### config.mk
export PLATFORM = sky130hd
export DESIGN_NAME = stack_bytecode_executor_core
export DESIGN_NICKNAME = d
export VERILOG_FILES = /design/src/hdl/sbe_pkg.sv /design/src/hdl/stack_bytecode_executor_core.sv /design/src/hdl/sbe_ram.sv /design/src/hdl/sbe_front.sv /design/src/hdl/sbe_queue.sv /design/src/hdl/sbe_back.sv
export SDC_FILE = /design/constraint.sdc
export NUM_CORES = 2
export LEC_CHECK = 0
export ABC_CLOCK_PERIOD_IN_PS = 17900
export BUFFER_PORTS_ARGS = -buffer_cell sky130_fd_sc_hd__buf_2
export CELL_PAD_IN_SITES_DETAIL_PLACEMENT = 1
export CELL_PAD_IN_SITES_GLOBAL_PLACEMENT = 1
export CORE_MARGIN = 1
export CORE_UTILIZATION = 51
export CTS_BUF_LIST = sky130_fd_sc_hd__clkbuf_4
export CTS_CLUSTER_DIAMETER = 50
export DETAILED_ROUTE_END_ITERATION = 10
export PLACE_DENSITY_LB_ADDON = 0.1
export SLEW_MARGIN = 20
export SYNTH_ARGS = -nofsm -noshare
export SYNTH_HDL_FRONTEND = slang
export SYNTH_SLANG_ARGS = --single-unit
export TNS_END_PERCENT = 100
### constraint.sdc
create_clock -name clk_i -period 17.9 [get_ports clk_i]
set_clock_uncertainty 0.15 [all_clocks]
set_input_delay 0.895 -clock clk_i [delete_from_list [all_inputs] [get_ports clk_i]]
set_output_delay 0.895 -clock clk_i [all_outputs]
set_load 0.05 [all_outputs]
### src/hdl/sbe_pkg.sv
`timescale 1ns / 1ps
// ----------------------------------------------------------------------------
// sbe_pkg
// Shared constants, opcode numbers and types of the stack bytecode executor.
// ----------------------------------------------------------------------------
package sbe_pkg;

  localparam int unsigned STACK_DEPTH = 16;
  localparam int unsigned LOCAL_COUNT = 4;
  localparam int unsigned QUEUE_DEPTH = 2;

  localparam int unsigned SP_W    = $clog2(STACK_DEPTH + 1);
  localparam int unsigned SA_W    = $clog2(STACK_DEPTH);
  localparam int unsigned LOC_W   = $clog2(LOCAL_COUNT);
  localparam int unsigned CFG_IDX_W = $clog2(LOCAL_COUNT);

  localparam int unsigned SLOT_W  = 64;
  localparam int unsigned IP_W    = 16;
  localparam int unsigned OP_W    = 8;
  localparam int unsigned ST_W    = 3;

  localparam logic [OP_W-1:0] OP_ILOAD_0  = 8'd26;
  localparam logic [OP_W-1:0] OP_ILOAD_3  = 8'd29;
  localparam logic [OP_W-1:0] OP_LLOAD_0  = 8'd30;
  localparam logic [OP_W-1:0] OP_LLOAD_3  = 8'd33;
  localparam logic [OP_W-1:0] OP_ALOAD_0  = 8'd42;
  localparam logic [OP_W-1:0] OP_ASTORE_0 = 8'd75;
  localparam logic [OP_W-1:0] OP_DUP      = 8'd89;
  localparam logic [OP_W-1:0] OP_IADD     = 8'd96;
  localparam logic [OP_W-1:0] OP_LADD     = 8'd97;
  localparam logic [OP_W-1:0] OP_GOTO     = 8'd167;
  localparam logic [OP_W-1:0] OP_IRETURN  = 8'd172;
  localparam logic [OP_W-1:0] OP_LRETURN  = 8'd173;
  localparam logic [OP_W-1:0] OP_RETURN   = 8'd177;

  localparam logic [ST_W-1:0] ST_RUN     = 3'd0;
  localparam logic [ST_W-1:0] ST_RETVAL  = 3'd1;
  localparam logic [ST_W-1:0] ST_RETVOID = 3'd2;
  localparam logic [ST_W-1:0] ST_BADOP   = 3'd3;
  localparam logic [ST_W-1:0] ST_OVER    = 3'd4;
  localparam logic [ST_W-1:0] ST_UNDER   = 3'd5;

  typedef enum logic [3:0] {
    CLS_LOAD,
    CLS_STORE,
    CLS_DUP,
    CLS_IADD,
    CLS_LADD,
    CLS_GOTO,
    CLS_RETVAL,
    CLS_RETVOID,
    CLS_BAD
  } op_class_e;

  typedef struct packed {
    op_class_e         cls;
    logic [LOC_W-1:0]  src;
    logic [IP_W-1:0]   offs;
  } uop_t;

endpackage

### src/hdl/stack_bytecode_executor_core.sv
`timescale 1ns / 1ps
// ----------------------------------------------------------------------------
// stack_bytecode_executor_core
// Executes one stack-machine bytecode per input word and reports the next
// instruction address, a status code and any return value.
// ----------------------------------------------------------------------------
// The block takes one instruction word per clock cycle while the queue
// has room and returns one result word per instruction, in order. Each
// word waits in the decode queue; the execute stage then updates the two
// cached top-of-stack registers and the stack RAM together and registers
// its result, one word per cycle while results are accepted. Argument
// registers must be written through the cfg port only while no word is in
// flight; the block does not enforce this. The first instruction after reset
// or a return starts a new frame and copies them into the local slots.
module stack_bytecode_executor_core (
  input  logic                          clk_i,
  input  logic                          rst_ni,
  input  logic                          cfg_we_i,
  input  logic [sbe_pkg::CFG_IDX_W-1:0] cfg_idx_i,
  input  logic [sbe_pkg::SLOT_W-1:0]    cfg_data_i,
  input  logic                          in_valid_i,
  output logic                          in_ready_o,
  input  logic [sbe_pkg::OP_W-1:0]      opcode_i,
  input  logic signed [sbe_pkg::IP_W-1:0] branch_offset_i,
  output logic                          out_valid_o,
  input  logic                          out_ready_i,
  output logic [sbe_pkg::IP_W-1:0]      next_ip_o,
  output logic [sbe_pkg::ST_W-1:0]      status_o,
  output logic signed [sbe_pkg::SLOT_W-1:0] return_value_o
);
  import sbe_pkg::*;

  uop_t dec_uop, q_uop;
  logic q_valid, q_ready;

  sbe_front u_front (
    .opcode_i        (opcode_i),
    .branch_offset_i (branch_offset_i),
    .uop_o           (dec_uop)
  );

  sbe_queue u_queue (
    .clk_i      (clk_i),
    .rst_ni     (rst_ni),
    .wr_valid_i (in_valid_i),
    .wr_ready_o (in_ready_o),
    .wr_data_i  (dec_uop),
    .rd_valid_o (q_valid),
    .rd_ready_i (q_ready),
    .rd_data_o  (q_uop)
  );

  sbe_back u_back (
    .clk_i          (clk_i),
    .rst_ni         (rst_ni),
    .cfg_we_i       (cfg_we_i),
    .cfg_idx_i      (cfg_idx_i),
    .cfg_data_i     (cfg_data_i),
    .uop_valid_i    (q_valid),
    .uop_ready_o    (q_ready),
    .uop_i          (q_uop),
    .out_valid_o    (out_valid_o),
    .out_ready_i    (out_ready_i),
    .next_ip_o      (next_ip_o),
    .status_o       (status_o),
    .return_value_o (return_value_o)
  );

endmodule

### src/hdl/sbe_ram.sv
`timescale 1ns / 1ps
// ----------------------------------------------------------------------------
// sbe_ram
// Generic single-write, single-read RAM with registered read data.
// ----------------------------------------------------------------------------
module sbe_ram #(
  parameter int unsigned WIDTH = 64,
  parameter int unsigned DEPTH = 16
) (
  input  logic                     clk_i,
  input  logic                     we_i,
  input  logic [$clog2(DEPTH)-1:0] waddr_i,
  input  logic [WIDTH-1:0]         wdata_i,
  input  logic [$clog2(DEPTH)-1:0] raddr_i,
  output logic [WIDTH-1:0]         rdata_o
);

  logic [WIDTH-1:0] mem_q [DEPTH];

  always_ff @(posedge clk_i) begin
    if (we_i) begin
      mem_q[waddr_i] <= wdata_i;
    end
    rdata_o <= mem_q[raddr_i];
  end

endmodule

### src/hdl/sbe_front.sv
`timescale 1ns / 1ps
// ----------------------------------------------------------------------------
// sbe_front
// Opcode decoder: sorts each incoming word into an operation class.
// ----------------------------------------------------------------------------
module sbe_front (
  input  logic [sbe_pkg::OP_W-1:0] opcode_i,
  input  logic [sbe_pkg::IP_W-1:0] branch_offset_i,
  output sbe_pkg::uop_t            uop_o
);
  import sbe_pkg::*;

  logic [OP_W-1:0] rel;

  always_comb begin
    rel        = opcode_i - OP_ILOAD_0;
    uop_o.src  = rel[LOC_W-1:0];
    uop_o.offs = branch_offset_i;
    case (opcode_i) inside
      [OP_ILOAD_0:OP_ILOAD_3],
      [OP_LLOAD_0:OP_LLOAD_3]: uop_o.cls = CLS_LOAD;
      OP_ALOAD_0: begin
        uop_o.cls = CLS_LOAD;
        uop_o.src = '0;
      end
      OP_ASTORE_0:             uop_o.cls = CLS_STORE;
      OP_DUP:                  uop_o.cls = CLS_DUP;
      OP_IADD:                 uop_o.cls = CLS_IADD;
      OP_LADD:                 uop_o.cls = CLS_LADD;
      OP_GOTO:                 uop_o.cls = CLS_GOTO;
      OP_IRETURN, OP_LRETURN:  uop_o.cls = CLS_RETVAL;
      OP_RETURN:               uop_o.cls = CLS_RETVOID;
      default:                 uop_o.cls = CLS_BAD;
    endcase
  end

endmodule

### src/hdl/sbe_queue.sv
`timescale 1ns / 1ps
// ----------------------------------------------------------------------------
// sbe_queue
// Short FIFO of decoded words between the decoder and the execute stage.
// ----------------------------------------------------------------------------
module sbe_queue (
  input  logic          clk_i,
  input  logic          rst_ni,
  input  logic          wr_valid_i,
  output logic          wr_ready_o,
  input  sbe_pkg::uop_t wr_data_i,
  output logic          rd_valid_o,
  input  logic          rd_ready_i,
  output sbe_pkg::uop_t rd_data_o
);
  import sbe_pkg::*;

  localparam int unsigned PTR_W = $clog2(QUEUE_DEPTH);
  localparam int unsigned CNT_W = $clog2(QUEUE_DEPTH + 1);

  uop_t             buf_q [QUEUE_DEPTH];
  logic [PTR_W-1:0] wptr_q, wptr_d, rptr_q, rptr_d;
  logic [CNT_W-1:0] cnt_q, cnt_d;
  logic             push, pop;

  assign wr_ready_o = (cnt_q != CNT_W'(QUEUE_DEPTH));
  assign rd_valid_o = (cnt_q != '0);
  assign rd_data_o  = buf_q[rptr_q];
  assign push       = wr_valid_i & wr_ready_o;
  assign pop        = rd_valid_o & rd_ready_i;

  always_comb begin
    wptr_d = wptr_q;
    rptr_d = rptr_q;
    if (push) begin
      wptr_d = (wptr_q == PTR_W'(QUEUE_DEPTH - 1)) ? '0 : wptr_q + 1'b1;
    end
    if (pop) begin
      rptr_d = (rptr_q == PTR_W'(QUEUE_DEPTH - 1)) ? '0 : rptr_q + 1'b1;
    end
    cnt_d = cnt_q + CNT_W'(push) - CNT_W'(pop);
  end

  always_ff @(posedge clk_i or negedge rst_ni) begin
    if (!rst_ni) begin
      wptr_q <= '0;
      rptr_q <= '0;
      cnt_q  <= '0;
    end else begin
      wptr_q <= wptr_d;
      rptr_q <= rptr_d;
      cnt_q  <= cnt_d;
    end
  end

  always_ff @(posedge clk_i) begin
    if (push) begin
      buf_q[wptr_q] <= wr_data_i;
    end
  end

endmodule

### src/hdl/sbe_back.sv
`timescale 1ns / 1ps
// ----------------------------------------------------------------------------
// sbe_back
// Execute stage: frame state, operand stack and the result register.
// Top two stack slots live in registers, deeper slots in a RAM.
// ----------------------------------------------------------------------------
module sbe_back (
  input  logic                             clk_i,
  input  logic                             rst_ni,
  input  logic                             cfg_we_i,
  input  logic [sbe_pkg::CFG_IDX_W-1:0]    cfg_idx_i,
  input  logic [sbe_pkg::SLOT_W-1:0]       cfg_data_i,
  input  logic                             uop_valid_i,
  output logic                             uop_ready_o,
  input  sbe_pkg::uop_t                    uop_i,
  output logic                             out_valid_o,
  input  logic                             out_ready_i,
  output logic [sbe_pkg::IP_W-1:0]         next_ip_o,
  output logic [sbe_pkg::ST_W-1:0]         status_o,
  output logic [sbe_pkg::SLOT_W-1:0]       return_value_o
);
  import sbe_pkg::*;

  logic [SLOT_W-1:0] arg_q [LOCAL_COUNT];
  logic [SLOT_W-1:0] loc_q [LOCAL_COUNT];
  logic [SLOT_W-1:0] loc_d [LOCAL_COUNT];
  logic [SLOT_W-1:0] loc_eff [LOCAL_COUNT];
  logic [SLOT_W-1:0] top_q, top_d, nos_q, nos_d, third, byp_data_q, push_val;
  logic [SP_W-1:0]   sp_q, sp_d, sp_eff, sp_nxt;
  logic [IP_W-1:0]   ip_q, ip_d, start, nip;
  logic              frame_q, frame_d, byp_q;
  logic              exec, ram_we, do_push;
  logic [SA_W-1:0]   ram_waddr, ram_raddr;
  logic [SLOT_W-1:0] ram_rdata;
  logic [31:0]       lo_sum;
  logic              out_valid_q;
  logic [IP_W-1:0]   nip_q;
  logic [ST_W-1:0]   st_q, st;
  logic [SLOT_W-1:0] rv_q, rv;

  assign uop_ready_o = ~out_valid_q | out_ready_i;
  assign exec        = uop_valid_i & uop_ready_o;

  always_comb begin
    sp_eff = frame_q ? sp_q : '0;
    start  = frame_q ? ip_q : '0;
    for (int i = 0; i < LOCAL_COUNT; i++) begin
      loc_eff[i] = frame_q ? loc_q[i] : arg_q[i];
    end
    third = byp_q ? byp_data_q : ram_rdata;
  end

  always_comb begin
    sp_d     = sp_eff;
    ip_d     = start;
    frame_d  = 1'b1;
    top_d    = top_q;
    nos_d    = nos_q;
    loc_d    = loc_eff;
    nip      = start + 1'b1;
    st       = ST_RUN;
    rv       = '0;
    do_push  = 1'b0;
    push_val = top_q;
    lo_sum   = nos_q[31:0] + top_q[31:0];
    case (uop_i.cls)
      CLS_LOAD: begin
        if (sp_eff >= SP_W'(STACK_DEPTH)) begin
          st = ST_OVER;
        end else begin
          do_push  = 1'b1;
          push_val = loc_eff[uop_i.src];
        end
      end
      CLS_DUP: begin
        if (sp_eff == '0) begin
          st = ST_UNDER;
        end else if (sp_eff >= SP_W'(STACK_DEPTH)) begin
          st = ST_OVER;
        end else begin
          do_push = 1'b1;
        end
      end
      CLS_STORE: begin
        if (sp_eff == '0) begin
          st = ST_UNDER;
        end else begin
          loc_d[0] = top_q;
          top_d    = nos_q;
          nos_d    = third;
          sp_d     = sp_eff - 1'b1;
          ip_d     = nip;
        end
      end
      CLS_IADD, CLS_LADD: begin
        if (sp_eff < SP_W'(2)) begin
          st = ST_UNDER;
        end else begin
          top_d = (uop_i.cls == CLS_IADD) ? {nos_q[63:32], lo_sum} : nos_q + top_q;
          nos_d = third;
          sp_d  = sp_eff - 1'b1;
          ip_d  = nip;
        end
      end
      CLS_GOTO: begin
        nip  = start + uop_i.offs;
        ip_d = nip;
      end
      CLS_RETVAL: begin
        if (sp_eff == '0) begin
          st = ST_UNDER;
        end else begin
          rv      = top_q;
          st      = ST_RETVAL;
          frame_d = 1'b0;
          sp_d    = '0;
          ip_d    = '0;
          nip     = '0;
        end
      end
      CLS_RETVOID: begin
        st      = ST_RETVOID;
        frame_d = 1'b0;
        sp_d    = '0;
        ip_d    = '0;
        nip     = '0;
      end
      default: begin
        st = ST_BADOP;
      end
    endcase
    if (do_push) begin
      top_d = push_val;
      nos_d = top_q;
      sp_d  = sp_eff + 1'b1;
      ip_d  = nip;
    end
    // errors report the faulting address and leave the stack alone
    if (st == ST_OVER || st == ST_UNDER || st == ST_BADOP) begin
      nip = start;
    end
  end

  // slot below the cached pair spills to RAM on push; RAM is read at sp-3
  assign ram_we    = exec & do_push & (sp_eff >= SP_W'(2));
  assign ram_waddr = SA_W'(sp_eff - SP_W'(2));
  assign sp_nxt    = exec ? sp_d : sp_q;
  assign ram_raddr = SA_W'(sp_nxt - SP_W'(3));

  sbe_ram #(
    .WIDTH (SLOT_W),
    .DEPTH (STACK_DEPTH)
  ) u_stack_ram (
    .clk_i   (clk_i),
    .we_i    (ram_we),
    .waddr_i (ram_waddr),
    .wdata_i (nos_q),
    .raddr_i (ram_raddr),
    .rdata_o (ram_rdata)
  );

  always_ff @(posedge clk_i or negedge rst_ni) begin
    if (!rst_ni) begin
      for (int i = 0; i < LOCAL_COUNT; i++) begin
        arg_q[i] <= '0;
      end
      sp_q        <= '0;
      ip_q        <= '0;
      frame_q     <= 1'b0;
      byp_q       <= 1'b0;
      out_valid_q <= 1'b0;
    end else begin
      if (cfg_we_i) begin
        arg_q[cfg_idx_i] <= cfg_data_i;
      end
      byp_q       <= ram_we;
      out_valid_q <= exec | (out_valid_q & ~out_ready_i);
      if (exec) begin
        sp_q    <= sp_d;
        ip_q    <= ip_d;
        frame_q <= frame_d;
      end
    end
  end

  always_ff @(posedge clk_i) begin
    if (ram_we) begin
      byp_data_q <= nos_q;
    end
    if (exec) begin
      top_q <= top_d;
      nos_q <= nos_d;
      loc_q <= loc_d;
      nip_q <= nip;
      st_q  <= st;
      rv_q  <= rv;
    end
  end

  assign out_valid_o    = out_valid_q;
  assign next_ip_o      = nip_q;
  assign status_o       = st_q;
  assign return_value_o = rv_q;

endmodule

# ---- Word level (Yosys, flattened, before mapping)
# Memory sizes are Yosys's and may differ from the RTL's. A register that Yosys moved wholly into a read port is not among the register bits.
# Cells that the tools add are included.
dict set report word_totals {
  ram_bits 1068
  input_bits 95
  n_memories 2
  latchBits 0
  reg_bits 815
  rom_bits 0
}
# memory words width read_ports rd_ports_with_merged_regs write_ports line_no
set memory_table {}
lappend memory_table {u_back.u_stack_ram.mem_q 16 64 1 1 1 sbe_ram.sv:18} ;# logic [WIDTH-1:0] mem_q [DEPTH];
lappend memory_table {u_queue.buf_q 2 22 1 0 1 sbe_queue.sv:21} ;# uop_t buf_q [QUEUE_DEPTH];
dict set report classes {
  shift 0
  n_reduce_logical 15
  n_lt_le_gt_ge 10
  eq_ne 24
  mux 68
  div_mod_pow 0
  n_addsub 13
  bitwise_logic 12
  mul 0
}
# cell n
set ops {}
lappend ops {{$mux W64} 19}
lappend ops {{$bwmux W256} 1}
lappend ops {{$pmux W64 S2} 2}
lappend ops {{$bmux W64 S2} 1}
lappend ops {{$demux W64 S2} 1}
lappend ops {{$mux W16} 7}
lappend ops {{$pmux W16 S5} 1}
lappend ops {{$add A64 B64 Y64} 1}
lappend ops {{$pmux W16 S3} 1}
lappend ops {{$mux W4} 9}
lappend ops {{$add A32 B32 Y32} 1}
lappend ops {{$eq A8 B7 Y1 const B} 4}
lappend ops {{$eq A8 B8 Y1 const B} 4}
lappend ops {{$mux W5} 6}
lappend ops {{$pmux W3 S7} 1}
lappend ops {{$pmux W5 S4} 1}
lappend ops {{$add A16 B1 Y16 const B} 1}
lappend ops {{$add A16 B16 Y16} 1}
lappend ops {{$eq A4 B3 Y1 const B} 4}
lappend ops {{$ge A8 B5 Y1 const B} 2}
lappend ops {{$mux W3} 5}
lappend ops {{$mux W1} 9}
lappend ops {{$eq A4 B2 Y1 const B} 2}
lappend ops {{$eq A8 B6 Y1 const B} 1}
lappend ops {{other kinds (34)} 57}

# ---- Longest topological paths before layout
dict set report logic_depth {
  word_depth 10
  depth_mapped 20
}

# ---- By module
# Synthesis repeated with hierarchy kept, for this count alone.
dict set report unflattened {
  hier_cells 5162
  area_unflattened_um2 82381.5
}
# mod cells_each instances area_per_inst_um2
set by_module_without_submodules {}
lappend by_module_without_submodules {sbe_back 3372 1 40598.9}
lappend by_module_without_submodules {sbe_ram 1647 1 39581.7}
lappend by_module_without_submodules {sbe_queue 90 1 1803.0}
lappend by_module_without_submodules {sbe_front 53 1 397.9}

# ---- Least setup slack after synthesis
# Ideal clock, no wire load.
dict set report synth_path {
  path_type {input port to flip-flop}
  startpoint {input out_ready_i}
  endpoint {register u_queue.cnt_q[1]}
  n_path_buf 2
  setup_time_ns 0.080
  setup_slack_ns 4.731
  path_stages 10
  t_arrival_ns 12.939
  required_ns 17.670
  path_cell_list {nand2b_1 -> o21ai_1 -> inv_1 -> clkbuf_1 -> clkbuf_1 -> ha_1 -> inv_1 -> ha_1 -> xnor2_1 -> xnor2_1}
}
dict set report synth_between {
  elab_chain_cells 3
}
# item line_no
set synth_rtl {}
lappend synth_rtl {{from (decl)} stack_bytecode_executor_core.sv:26} ;# input logic out_ready_i,
lappend synth_rtl {{$or A1 B1 Y1} sbe_back.sv:41} ;# assign uop_ready_o = ~out_valid_q | out_ready_i;
lappend synth_rtl {{$and A1 B1 Y1} n/a}
lappend synth_rtl {{named net u_back.exec} sbe_back.sv:32} ;# logic exec, ram_we, do_push;
lappend synth_rtl {{$sub A2 B1 Y2} sbe_queue.sv:41} ;# cnt_d = cnt_q + CNT_W'(push) - CNT_W'(pop);
lappend synth_rtl {{named net u_queue.cnt_d[1]} sbe_queue.sv:23} ;# logic [CNT_W-1:0] cnt_q, cnt_d;
lappend synth_rtl {{to (signal assigned)} sbe_queue.sv:52} ;# cnt_q <= cnt_d;
lappend synth_rtl {{to (decl)} sbe_queue.sv:23}
# The timed path passes the listed nets, and every way through them passes these cells.
# A chain may end at the register's enable or synchronous reset.

# ---- Worst setup path in the final report
dict set report layout_path {
  startpoint {register u_back.frame_q}
  endpoint {register u_back.u_stack_ram.rdata_o[58], read port of u_back.u_stack_ram.mem_q}
}
dict set report layout_between {
  elab_chain_cells 8
  word_cells_on_any_way 16
  cone_classes {add/sub (3); order compare (2); mux (10); reduce/logical (1)}
}
# item line_no
set layout_rtl {}
lappend layout_rtl {{from (decl)} sbe_back.sv:31} ;# logic frame_q, frame_d, byp_q;
lappend layout_rtl {{from (signal assigned)} sbe_back.sv:181} ;# frame_q <= frame_d;
lappend layout_rtl {{$mux W5 *} sbe_back.sv:45} ;# sp_eff = frame_q ? sp_q : '0;
lappend layout_rtl {{$ge A5 B5 Y1} {sbe_back.sv:68, sbe_back.sv:78}}
lappend layout_rtl {{$mux W1} {sbe_back.sv:68, sbe_back.sv:78}}
lappend layout_rtl {{$mux W1} sbe_back.sv:76} ;# if (sp_eff == '0) begin
lappend layout_rtl {{$pmux W1 S2} sbe_back.sv:66} ;# case (uop_i.cls)
lappend layout_rtl {{$mux W5 *} sbe_back.sv:132} ;# if (do_push) begin
lappend layout_rtl {{$mux W5 *} n/a}
lappend layout_rtl {{$sub A4 B2 Y4 *} sbe_back.sv:148} ;# assign ram_raddr = SA_W'(sp_nxt - SP_W'(3));
lappend layout_rtl {{to (decl)} sbe_ram.sv:15} ;# output logic [WIDTH-1:0] rdata_o
# Mark *: on every way between the ends. The rest lies on a longest branch, timed or not.

==> qor.log <==
INFO  power_and_ir_drop clkPwrFrac=0.211
INFO  synth          postSynthNetCount=5,174
INFO  run_status     status=finished clean
INFO  synth          synth_area_leaders=sky130_fd_sc_hd__edfxtp_1 (58%), sky130_fd_sc_hd__mux4_2 (8.8%), sky130_fd_sc_hd__dfrtp_1 (8.6%)
INFO  placed_design  portBuffers=179
INFO  power_and_ir_drop switching_share=0.3586
INFO  job            maxCapViolCount=0
INFO  grt            grt_pass1_wl=325.5mm
INFO  clock_tree     clock_tree_from_tritoncts=yes
INFO  placed_design  placed_cells=7,118
INFO  detailed_routing drtPass1Iterations=5
INFO  grt            antenna_violations_before_repair=23
INFO  timing         report.final.slew_viol_count=0
INFO  synth          share_of_the_synthesized_area_in_the_top_cell_type=0.5841
INFO  critical_path  slowest_delay=0.91ns
INFO  clock_tree     clkSlewWorstSetupHoldPaths=0.07ns
INFO  synth          synth_seq_area_share=0.6862
INFO  power_and_ir_drop seq_power_share=0.383
INFO  timing         finalHoldViolCount=0
INFO  critical_path  critical_path_cell_count=15
INFO  synth          post-synth-top-area-cell=sky130_fd_sc_hd__edfxtp_1
INFO  critical_path  critical-path-top-cell-by-count=sky130_fd_sc_hd__buf_4
INFO  power_and_ir_drop power_density=194.9nW/um^2
INFO  cells_and_area layout-drive-gt1-share=0.3209
INFO  detailed_routing drt-total-wl=220.0mm
INFO  grt            grt_max_degree=148
INFO  clock_tree     ctsRootBufferMaster=sky130_fd_sc_hd__clkbuf_4
INFO  critical_path  worst_path_fanout_max=64
INFO  cells_and_area layout.cells.non_filler=8,142
INFO  clock_tree     clock_sink_count=1,947
INFO  grt            global_route.usage.total=0.2717
INFO  power_and_ir_drop ir_worst_vdd=221.1uV
INFO  floorplanning  fp.coreArea=159,100squm
INFO  synth          synth_seq_cells=1,947
INFO  timing         setup_viol=0
INFO  synth          ys_async_sr_fraction=0.1459
INFO  floorplanning  floorplan.io_pins=180
INFO  power_and_ir_drop p_comb_frac=0.407
INFO  grt            gr-total-overflow=0
INFO  timing         slew-limit-headroom=0.1245
INFO  grt            grt_pass1_vias=50,710
INFO  critical_path  cell_chain_critical_path=and2_1 > inv_1 > ha_1 > nand2_2 > inv_2 > nand2_1 > and3_4 > a311oi_2 > a311oi_4 > buf_4 > ha_4 > buf_4 > buf_4 > mux4_2 > mux4_2
INFO  clock_tree     clk_latency=1.42ns
INFO  critical_path  crit_family=buffers and inverters
INFO  detailed_routing detail-route-antenna-nets=0
INFO  floorplanning  die_height=403.5um
INFO  synth          post_synth_instance_area=82,200squm
INFO  synth          post_synth_most_frequent_cells=sky130_fd_sc_hd__edfxtp_1 (1,599), sky130_fd_sc_hd__mux2_2 (468), sky130_fd_sc_hd__mux4_2 (320)
INFO  detailed_routing drt_iter0_drc=4,014
INFO  clock_tree     clk_path_buf_depth=4
INFO  critical_path  critPathArrivalTime=8.47ns
INFO  critical_path  path_buf_inv=5
INFO  critical_path  kind_of_critical_path=reg2reg
INFO  synth          synthDistinctLibCells=84
INFO  critical_path  start_kind=flop
INFO  floorplanning  fp.dieW=403.5um
INFO  cells_and_area layout-area-overhead-vs-synth=13.34%
INFO  timing         grt_setup_unrepaired=false
INFO  critical_path  timing.critical_path.required=18.97ns
INFO  synth          synth.avg_cell_area=16.48squm
INFO  placed_design  place_congestion=0.8933
INFO  timing         fmax=135.3MHz
INFO  hold_path      worstHoldPathCells=4
INFO  clock_tree     cts_made_buffers=497
INFO  synth          total_number_of_yosys_warnings=0
INFO  critical_path  critical_path.slowest_cell=sky130_fd_sc_hd__dfrtp_4
INFO  power_and_ir_drop internal_power=11,650uW
INFO  clock_tree     cts_max_level=5
INFO  floorplanning  die-area=162,800squm
INFO  synth          most_frequent_cell_after_synthesis=sky130_fd_sc_hd__edfxtp_1
INFO  timing         fin_crit_sh=0.4130
INFO  synth          post_synth_inst_count=4,987
INFO  floorplanning  initial_standard_cell_utilization_of_the_core=0.5166
INFO  critical_path  timing.critical_path.to_type=flop
INFO  cells_and_area final_net_count=5,758
INFO  detailed_routing drt-wirelength-per-cell=27.02um
INFO  detailed_routing vias=48,230
INFO  cells_and_area finalCoreUtilization=0.5856
INFO  critical_path  reg2reg_slack=10.51ns
INFO  power_and_ir_drop leakagePower=0.03339uW
INFO  power_and_ir_drop netSwitchingPower=6513uW
INFO  timing         fin_setup_tns=0ns
INFO  timing         finalWorstPathRequiredPeriod=7.393ns
INFO  critical_path  rr_worst_depth=15
INFO  hold_path      worst_hold_path_type=in2reg
INFO  detailed_routing drc=0
INFO  synth          synth_enable_flop_cells=1,599
INFO  detailed_routing detail_route.vias_per_cell=5.924
INFO  floorplanning  rows=146
INFO  synth          ys_dominant_reg_cell=sky130_fd_sc_hd__edfxtp_1
INFO  placed_design  place_hpwl=133.4mm
INFO  timing         transition_at_the_pin_with_the_smallest_max_transition_slack=1.297ns
## cells by family (layout without fill, tap and decap cells)
| group | Yosys count | in the layout | share of synthesized area |
|---|---|---|---|
| compound gates | 724 | 724 | 0.05697 |
| xor+xnor | 87 | 87 | 0.009498 |
| flops | 1947 | 1947 | 0.6862 |
| mux | 934 | 934 | 0.1698 |
| fa+ha+maj | 92 | 92 | 0.01419 |
| simple gates | 875 | 875 | 0.04735 |
| buf+inv | 328 | 1324 | 0.01607 |
| other cells | 0 | 13 | 0 |
## worst paths after layout
| path | start | endpoint |
|---|---|---|
| min in group asynchronous | rst_ni | u_back.ip_q[0]$_DFFE_PN0P_ |
| max in group asynchronous | rst_ni | u_back.arg_q[215]$_DFFE_PN0P_ |
| hold reg to reg | u_back.arg_q[188]$_DFFE_PN0P_ | u_back.arg_q[188]$_DFFE_PN0P_ |
| setup / recovery | u_back.frame_q$_DFFE_PN0P_ | u_back.u_stack_ram.rdata_o[58]$_DFF_P_ |
| hold / removal | cfg_idx_i[1] | u_back.arg_q[239]$_DFFE_PN0P_ |
| setup reg to reg | u_back.frame_q$_DFFE_PN0P_ | u_back.u_stack_ram.rdata_o[58]$_DFF_P_ |
## timing repair
item,CTS,global route
gates resized for setup,0,0
hold endpoints to repair,423,0
setup buffers,0,0
hold buffers,100,0
## through the flow
stage	worst slack (ns)	hold slack, ns	power [uW]	cell area [sq um]
after floorplan	4.731	0.3099	12520	82200
after global placement	10.57	0.3329	14210	85600
after detailed placement	10.44	0.3401	14460	85650
final	10.51	0.1684	18160	93170
after CTS	10.42	0.009816	18340	93130
after global routing	9.969	0.06375	19150	93160
## state kept, by name (all words and copies together), names as in the netlist, 2 cells and up
register and count:
u_back.u_stack_ram.mem_q 1024, u_back.top_q 64, u_back.return_value_o 64, u_back.u_stack_ram.rdata_o 64, u_back.next_ip_o 16, u_queue.cnt_q 2
u_back.arg_q 256, u_back.nos_q 64, u_back.loc_q 256, u_back.ip_q 16, u_back.byp_data_q 64, u_queue.buf_q 44
u_back.sp_q 5, u_back.status_o 3
## worst min-delay path, cell delays in order
cell,delay (ns)
sky130_fd_sc_hd__buf_2,0.14
sky130_fd_sc_hd__nor3b_2,0.05
sky130_fd_sc_hd__buf_4,0.26
sky130_fd_sc_hd__mux2_2,0.27
## power by group through the flow
stage,Combinational [uW],Clock [uW],Sequential (uW)
global placement,7230,0,6980
detailed placement,7430,0,7030
global route,7980,4130,7040
floorplan,5530,0,6990
CTS,7470,3930,6940
finish,7380,3830,6950
## per-layer routing
layer  track usage  vias to the layer above  wire length, um
met5             0                        -              120
met4       0.09546                       20             6346
met3       0.05254                      414            14850
met2        0.4170                     1694           101600
met1        0.3902                    25070            97120
li1              -                    21030                -
## layout by cell type, fill, tap and decap left out, types with 17 or more instances in the layout
cell | Yosys | final
sky130_fd_sc_hd__edfxtp_1 | 1599 | 1599
sky130_fd_sc_hd__clkbuf_4 | 0 | 780
sky130_fd_sc_hd__mux2_2 | 468 | 468
sky130_fd_sc_hd__mux4_2 | 320 | 320
sky130_fd_sc_hd__nand2_1 | 305 | 304
sky130_fd_sc_hd__nor2_1 | 309 | 294
sky130_fd_sc_hd__dfrtp_1 | 284 | 281
sky130_fd_sc_hd__a21oi_1 | 211 | 210
sky130_fd_sc_hd__buf_2 | 24 | 178
sky130_fd_sc_hd__o21ai_0 | 160 | 160
sky130_fd_sc_hd__mux2i_1 | 144 | 142
sky130_fd_sc_hd__clkinv_1 | 1 | 106
sky130_fd_sc_hd__dlygate4sd3_1 | 0 | 99
sky130_fd_sc_hd__ha_1 | 90 | 89
sky130_fd_sc_hd__and2_1 | 84 | 84
sky130_fd_sc_hd__buf_4 | 4 | 78
sky130_fd_sc_hd__o211ai_1 | 70 | 70
sky130_fd_sc_hd__dfxtp_1 | 64 | 64
sky130_fd_sc_hd__xnor2_1 | 53 | 52
sky130_fd_sc_hd__inv_1 | 47 | 46
sky130_fd_sc_hd__o31a_1 | 42 | 42
sky130_fd_sc_hd__a31oi_1 | 38 | 38
sky130_fd_sc_hd__xor2_1 | 33 | 33
sky130_fd_sc_hd__nand3_1 | 35 | 32
sky130_fd_sc_hd__a21o_1 | 31 | 31
sky130_fd_sc_hd__nor3_1 | 32 | 26
sky130_fd_sc_hd__a211oi_1 | 24 | 24
sky130_fd_sc_hd__or3_1 | 23 | 23
sky130_fd_sc_hd__o21bai_1 | 17 | 17
sky130_fd_sc_hd__nand4_1 | 17 | 17
sky130_fd_sc_hd__clkinv_2 | 0 | 17
## cell type report
class	count	area, sq um
Sequential cell	1947	56410
Clock inverter	131	621.8
Timing Repair Buffer	364	2634
Clock buffer	780	5856
Multi-Input combinational cell	2712	24740
Antenna cell	13	32.53
Inverter	49	191.4
Tap cell	2146	2685
Fill cell	14770	65940
Note: power is estimated with default switching activity, not from simulation.
